**src/hw/rtl/keyboard_latch_with_paste_fifo_defines.svh**
```systemverilog
// Assertion macros shared by the keyboard latch RTL.
// Used by files that carry concurrent checks; expects clk and arst_n in scope.
`ifndef KEYBOARD_LATCH_WITH_PASTE_FIFO_DEFINES_SVH
`define KEYBOARD_LATCH_WITH_PASTE_FIFO_DEFINES_SVH
`ifndef SYNTHESIS
// Property must hold at every clock edge outside reset.
`define KLPF_ASSERT(label, prop, msg) \
	label: assert property (@(posedge clk) disable iff (!arst_n) (prop)) else $error(msg);
// Condition must never be seen at a clock edge outside reset.
`define KLPF_NEVER(label, cond, msg) \
	label: assert property (@(posedge clk) disable iff (!arst_n) !(cond)) else $error(msg);
`else
`define KLPF_ASSERT(label, prop, msg)
`define KLPF_NEVER(label, cond, msg)
`endif
`endif

```
**src/hw/rtl/klpf_pkg.sv**
```systemverilog
// Shared types and constants for the keyboard latch with paste queue.
// No dependencies; used by klpf_text_filter, klpf_queue and the top level.
package klpf_pkg;

	// Queue geometry
	localparam int QDEPTH = 1024;
	localparam int QAW    = $clog2(QDEPTH);
	localparam int QCW    = $clog2(QDEPTH + 1);

	// Limit on bytes held by latch plus queue for paste traffic
	localparam int MAX_IN_FLIGHT = 1024;
	localparam int IFW = $clog2(((MAX_IN_FLIGHT > QDEPTH) ? MAX_IN_FLIGHT : QDEPTH) + 2);

	// Character codes
	localparam logic [7:0] CHAR_CR_RAW = 8'h0D;
	localparam logic [7:0] CHAR_LF_RAW = 8'h0A;
	localparam logic [6:0] CHAR_CR     = 7'h0D;
	localparam logic [6:0] CHAR_TAB    = 7'h09;
	localparam logic [6:0] CHAR_SPACE  = 7'h20;
	localparam logic [6:0] CASE_OFFSET = 7'h20;
	localparam logic [6:0] LOWER_A     = 7'h61;
	localparam logic [6:0] LOWER_Z     = 7'h7A;

	typedef enum logic [1:0] {
		ACT_LIVE  = 2'd0,
		ACT_CLEAR = 2'd1,
		ACT_TEXT  = 2'd2,
		ACT_RAW   = 2'd3
	} action_t;

	// Input item
	typedef struct packed {
		action_t     action;
		logic [7:0]  key_byte;
		logic        first_of_paste;
	} req_t;

	// Result item
	typedef struct packed {
		logic [6:0]     latch_key;
		logic           strobe_res;
		logic           accepted;
		logic           overflow;
		logic [QCW-1:0] queue_count;
	} rsp_t;

	// Text filter verdict
	typedef struct packed {
		logic       keep;
		logic [6:0] ch;
		logic       prev_cr;
	} filt_t;

	// Queue control and status
	typedef struct packed {
		logic       push;
		logic       pop;
		logic [6:0] wr_data;
	} qctl_t;

	typedef struct packed {
		logic [QCW-1:0] fill;
		logic [6:0]     head_data;
	} qsts_t;

endpackage

```
**src/hw/rtl/klpf_text_filter.sv**
```systemverilog
// Normalizes one text-paste byte: line endings, high bit, controls, case fold.
// Depends on klpf_pkg.
module klpf_text_filter (
	input  logic [7:0]     key_byte,
	input  logic           prev_cr,
	input  logic           fold,
	output klpf_pkg::filt_t verdict
);

	logic [7:0] line_b;
	logic       lf_keep;
	logic       cr_now;
	logic [6:0] masked;

	// CR, LF and CRLF collapse to one CR
	always_comb begin
		line_b  = key_byte;
		lf_keep = 1'b1;
		cr_now  = 1'b0;
		if (key_byte == klpf_pkg::CHAR_CR_RAW) begin
			cr_now = 1'b1;
		end else if (key_byte == klpf_pkg::CHAR_LF_RAW) begin
			lf_keep = !prev_cr;
			line_b  = klpf_pkg::CHAR_CR_RAW;
		end
	end

	assign masked = line_b[6:0];

	// Drop codes below space other than CR and TAB, then fold lower case
	always_comb begin
		verdict.prev_cr = cr_now;
		verdict.keep    = lf_keep;
		verdict.ch      = masked;
		if (masked < klpf_pkg::CHAR_SPACE && masked != klpf_pkg::CHAR_CR
				&& masked != klpf_pkg::CHAR_TAB) begin
			verdict.keep = 1'b0;
		end
		if (fold && (masked inside {[klpf_pkg::LOWER_A:klpf_pkg::LOWER_Z]})) begin
			verdict.ch = masked - klpf_pkg::CASE_OFFSET;
		end
	end

endmodule

```
**config.mk**
```make
export PLATFORM = sky130hd
export DESIGN_NAME = klpf_text_filter
export DESIGN_NICKNAME = d
export VERILOG_FILES = /design/src/hw/rtl/keyboard_latch_with_paste_fifo_defines.svh /design/src/hw/rtl/klpf_pkg.sv /design/src/hw/rtl/klpf_text_filter.sv
export SDC_FILE = /design/constraint.sdc
export NUM_CORES = 1
export LEC_CHECK = 0
export ABC_AREA = 1
export ABC_CLOCK_PERIOD_IN_PS = 900
export BUFFER_PORTS_ARGS = -buffer_cell sky130_fd_sc_hd__clkbuf_2
export CORE_AREA = 2 2 39 41
export DETAILED_ROUTE_END_ITERATION = 16
export DIE_AREA = 0 0 41 43
export GPL_TIMING_DRIVEN = 0
export PLACE_DENSITY = 0.57
export SYNTH_ARGS = -nofsm -noshare
export SYNTH_HDL_FRONTEND = slang
export SYNTH_SLANG_ARGS = --single-unit
```
**constraint.sdc**
```tcl
create_clock -name vclk -period 0.9
set_input_delay 0.045 -clock vclk [all_inputs]
set_output_delay 0.045 -clock vclk [all_outputs]
set_load 0.05 [all_outputs]
```
==> results of run 1 <==
[power groups by stage]
stage	registers [mW]	logic, mW	clock network (mW)
after global placement	0	0.262	0
final	0	0.374	0
after CTS	0	0.365	0
after global routing	0	0.397	0
after floorplan	0	0.182	0
after detailed placement	0	0.264	0
[layout make-up]
| cell class | instances | area share, % |
|---|---|---|
| multi-input combinational | 39 | 41.0 |
| buffer | 5 | 3.05 |
| timing repair buffer | 22 | 40.3 |
| tap | 16 | 2.71 |
| inverter | 11 | 12.9 |
[tightest hold or removal path: stages]
cell and delay [ps]:
clkbuf_2 90, a22oi_2 70, buf_8 150
[worst paths after layout]
| kind | startpoint | end | slack [ps] | cells after the start |
|---|---|---|---|---|
| setup / recovery | key_byte[6] | verdict[6] | -200 | 10 |
| hold / removal | prev_cr | verdict[8] | 400 | 3 |
[cell usage after synthesis, types with 2 or more instances]
| library cell | n | area (sq um) |
|---|---|---|
| clkbuf_1 | 4 | 15.0 |
| nor2_2 | 2 | 12.5 |
| nand3_2 | 2 | 20.0 |
| nand2_2 | 5 | 31.3 |
| nor3_1 | 3 | 15.0 |
| inv_2 | 7 | 26.3 |
| inv_1 | 4 | 15.0 |
| nand4_1 | 4 | 25.0 |
| nor2_1 | 3 | 11.3 |
| nand3_1 | 2 | 10.0 |
| nand2_1 | 12 | 45.0 |
| ha_1 | 2 | 25.0 |
[metrics by stage]
stage | std cells | instance area [sq um]
6_report | 93 | 738
3_5_place_dp | 90 | 494
5_1_grt | 93 | 738
2_1_floorplan | 55 | 379
4_1_cts | 93 | 707
3_3_place_gp | 90 | 494
[layer usage]
metal | routed length [microns] | part of all wire, % | track usage, % | up-vias
li1 | - | - | - | 222
met1 | 360 | 43 | 14.6 | 185
met5 | 0 | 0 | 0 | -
met3 | 34 | 4.0 | 0 | 0
met4 | 0 | 0 | 0 | 0
met2 | 451 | 53 | 19.1 | 10
[cell families after synthesis]
| family | share of synthesized area [%] |
|---|---|
| AO/OA/AOI/OAI | 7.69 |
| adder cells (fa/ha/maj) | 8.55 |
| buffers and inverters | 21.8 |
| AND/OR/NAND/NOR | 62.0 |
[repair_timing]
item,in CTS,in global routing
endpoints found under the hold margin,0,0
pin swaps,10,2
setup endpoints to repair,7,7
setup buffers,3,0
gates resized for setup,36,15
==> flow_summary_export.csv, run 1 <==
group,metric,value,unit
outcome,status,"complete, but fails checks",
outcome,violations,"negative setup slack",
floorplan,core-area,1380,sq um
setup_path,critPathRequiredTime,850,ps
final_layout,final_cell_mix,"nand2_2, nand2_4",
setup_path,cp-end-kind,"output port",
timing,setup_tns,-455,ps
final_layout,n_clock_buffer,0,
yosys,yosys_warnings,0,
floorplan,die_h,43,microns
place,port_buffers,19,
floorplan,io_pins,19,
grt,grt_max_degree,6,
final_layout,multi_input_area,303,sq um
detailed_routing,viasPerCell,4.48,
setup_path,worst-path-buf-inv,3,
detailed_routing,drt_drc_violations_left,0,
setup_path,critPathArrivalTime,1050,ps
place,gp_congestion,0.802,
grt,grt_pass1_vias,380,
final_layout,area_delta_synth_final,152,%
yosys,synthCells,55,
power_and_ir_drop,switching_power,205,uW
final_layout,register_area,0,sq um
yosys,yosysSeqAreaShare,0,%
floorplan,num_rows,14,
power_and_ir_drop,swShare,54.7,%
power_and_ir_drop,seqPwrFrac,0,%
detailed_routing,drtPass1Iterations,1,
final_layout,fin_util,53.3,%
final_layout,nFillCells,127,
power_and_ir_drop,p_int,170,uW
detailed_routing,drt_iter0_drc,0,
detailed_routing,vias,417,
final_layout,final_common_cell,"nand2_2",
yosys,netlist_area,293,sq um
power_and_ir_drop,p_per_area,507,nW/um^2
clock_network,cts_hold_buffers,0,
place,hpwl,660,microns
timing,max_slew_margin,81.7,%
power_and_ir_drop,power_frac_clock,0,%
setup_path,worstPathCellList,"clkbuf_16, clkbuf_1, ha_2, nand3_2, nor2_4, nand2_2, nand3_2, nand2_2, nand2_4, clkbuf_16",
timing,period_needed,1100,ps
setup_path,cpPeakStageDelay,180,ps
setup_path,path_delay_family,"simple AND/OR/NAND/NOR gates",
min_path,hold_path_class,"input pin to output port",
yosys,synth_fp_nets,67,
timing,rsz0062_at_grt,"true",
final_layout,fin_nets,91,
yosys,synth_cell_type_count,17,
grt,grtUsageTotal,10.7,%
final_layout,design.seq.count,0,
final_layout,antenna_cells,0,
setup_path,cp_max_fo,3,
timing,worst-slew-pin-transition,276,ps
detailed_routing,wl,846,microns
setup_path,cp_slowest_cell,"ha_2",
timing,maxSlewViolCount,0,
setup_path,startpoint_type,"input pin",
timing,fin_crit_sh,122,%
timing,hold_viol_final,0,
power_and_ir_drop,peakVddDrop,0.000191,V
job,maxCapViolations,0,
detailed_routing,wl_per_cell,9.10,microns
yosys,avgSynthCellArea,5.32,sq um
final_layout,drive_above_1_share,70.1,%
floorplan,initial_core_util,21.2,%
timing,setup_ws,-197,ps
timing,fin_hold_ws,398,ps
place,pre_cts_slack,-478,ps
grt,grt_pass1_wl,1.42,mm
power_and_ir_drop,cellLeakagePower,0.357,nW
setup_path,crit_type,"input pin to output port",
power_and_ir_drop,total_power,374,uW
detailed_routing,ant_nets,0,
timing,fmax,911,MHz
grt,antenna_found_initial,0,
grt,overflow,0,
floorplan,fp.dieArea,1760,sq um
power_and_ir_drop,power_frac_comb,100.0,%
floorplan,die_w,41,microns
timing,setup_viol,3,
(Power assumes the default switching activity.)
==> run 2: changes to the inputs <==
Settings changed: SETUP_SLACK_MARGIN set to 0.15.
==> flow_summary_export.csv, run 2 (synthesized netlist as in run 1, its figures left out) <==
group,metric,value,unit
place,pre_cts_slack,-447,ps
floorplan,die_h,43,microns
timing,fin_crit_sh,124,%
grt,antenna_found_initial,0,
power_and_ir_drop,switching_power,208,uW
power_and_ir_drop,cellLeakagePower,0.361,nW
timing,maxSlewViolCount,0,
place,gp_congestion,0.748,
floorplan,num_rows,14,
power_and_ir_drop,power_frac_clock,0,%
power_and_ir_drop,swShare,56.0,%
grt,grt_pass1_vias,394,
setup_path,crit_type,"input pin to output port",
power_and_ir_drop,p_int,164,uW
outcome,violations,"negative setup slack",
final_layout,n_clock_buffer,0,
timing,setup_ws,-213,ps
final_layout,fin_cells,95,
power_and_ir_drop,seqPwrFrac,0,%
floorplan,fp.dieArea,1760,sq um
min_path,hold_path_class,"input pin to output port",
timing,fmax,899,MHz
timing,period_needed,1110,ps
detailed_routing,highest_layer,"met3",
final_layout,register_area,0,sq um
floorplan,core-area,1380,sq um
setup_path,cpPeakStageDelay,180,ps
setup_path,critPathRequiredTime,850,ps
power_and_ir_drop,p_per_area,499,nW/um^2
setup_path,path_delay_family,"simple AND/OR/NAND/NOR gates",
final_layout,final_cell_mix,"nand2_1, nand2_4, clkbuf_2",
detailed_routing,ant_nets,0,
final_layout,final_common_cell,"nand2_1",
grt,overflow,0,
grt,grt_pass1_wl,1.70,mm
final_layout,fin_nets,93,
final_layout,nFillCells,133,
timing,max_slew_margin,81.7,%
setup_path,critPathArrivalTime,1070,ps
detailed_routing,vias,410,
detailed_routing,drt_drc_violations_left,0,
clock_network,cts_hold_buffers,0,
setup_path,cp_max_fo,4,
place,hpwl,662,microns
detailed_routing,drtPass1Iterations,1,
setup_path,worstPathCellList,"clkbuf_16, clkbuf_1, ha_2, nand3_2, nor2_4, nand2_2, nand3_2, nand2_2, nand2_4, clkbuf_16",
detailed_routing,drt_iter0_drc,0,
final_layout,design.seq.count,0,
timing,hold_viol_final,0,
floorplan,die_w,41,microns
job,maxCapViolations,0,
setup_path,cp-end-kind,"output port",
detailed_routing,wl_per_cell,9.64,microns
place,dpl.cell_count,90,
detailed_routing,viasPerCell,4.32,
detailed_routing,route.met2.wl,523,microns
setup_path,cp_slowest_cell,"ha_2",
power_and_ir_drop,power_frac_comb,100.0,%
power_and_ir_drop,peakVddDrop,0.000184,V
place,port_buffers,19,
timing,rsz0062_at_grt,"true",
setup_path,worst-path-buf-inv,3,
final_layout,drive_above_1_share,67.1,%
grt,grt_max_degree,6,
timing,worst-slew-pin-transition,275,ps
grt,grtUsageTotal,13.3,%
detailed_routing,wl,916,microns
final_layout,fin_util,53.8,%
floorplan,initial_core_util,21.2,%
setup_path,startpoint_type,"input pin",
timing,setup_viol,4,
final_layout,antenna_cells,0,
detailed_routing,met3_wirelength,32,microns
detailed_routing,drt-met1-wl,360,microns
floorplan,io_pins,19,
final_layout,area_delta_synth_final,154,%
outcome,status,"complete, but fails checks",
## run 2: changes by cell type in the layout (fill, tap and decap cells not counted), sizes merged
cell    before  now
clkbuf      17   19
## run 2: final cells by class
class / count / area (sq um) / area share (%)
Buffer: 5 / 22.5 / 3.03
Inverter: 11 / 100 / 13.4
Timing Repair Buffer: 24 / 300 / 40.3
Tap cell: 16 / 20.0 / 2.69
Multi-Input combinational cell: 39 / 302 / 40.5
## run 2: metrics by stage
step                setup TNS (ps)  hold WS, ps  cell area (sq um)  power (mW)
global route                  -897          416                744       0.396
detailed placement           -1530          463                512       0.273
global placement             -1490          458                512       0.271
CTS                           -540          410                727       0.359
floorplan                    -97.8          242                397       0.189
finish                        -524          394                744       0.372
## run 2: timing repair
item,in CTS,in global routing
setup endpoints to repair,7,7
resized for setup,35,6
pin swaps,6,3
setup buffers,4,1
gates cloned,0,0
## run 2: final timing paths
check / from / endpoint / slack (ps) / cells after the start
worst min-delay path: prev_cr / verdict[8] / 390 / 3
worst max-delay path: key_byte[6] / verdict[7] / -210 / 10
## run 2: routing by layer
layer,up-vias,global-route usage (%)
met5,-,0
met4,0,0
met3,0,0
met2,10,23.8
met1,177,18.0
li1,223,-
## run 2: power by group through the flow
stage | sequential (mW) | combinational, mW | clock (mW)
global placement | 0 | 0.271 | 0
CTS | 0 | 0.359 | 0
global route | 0 | 0.396 | 0
detailed placement | 0 | 0.273 | 0
floorplan | 0 | 0.189 | 0
finish | 0 | 0.372 | 0
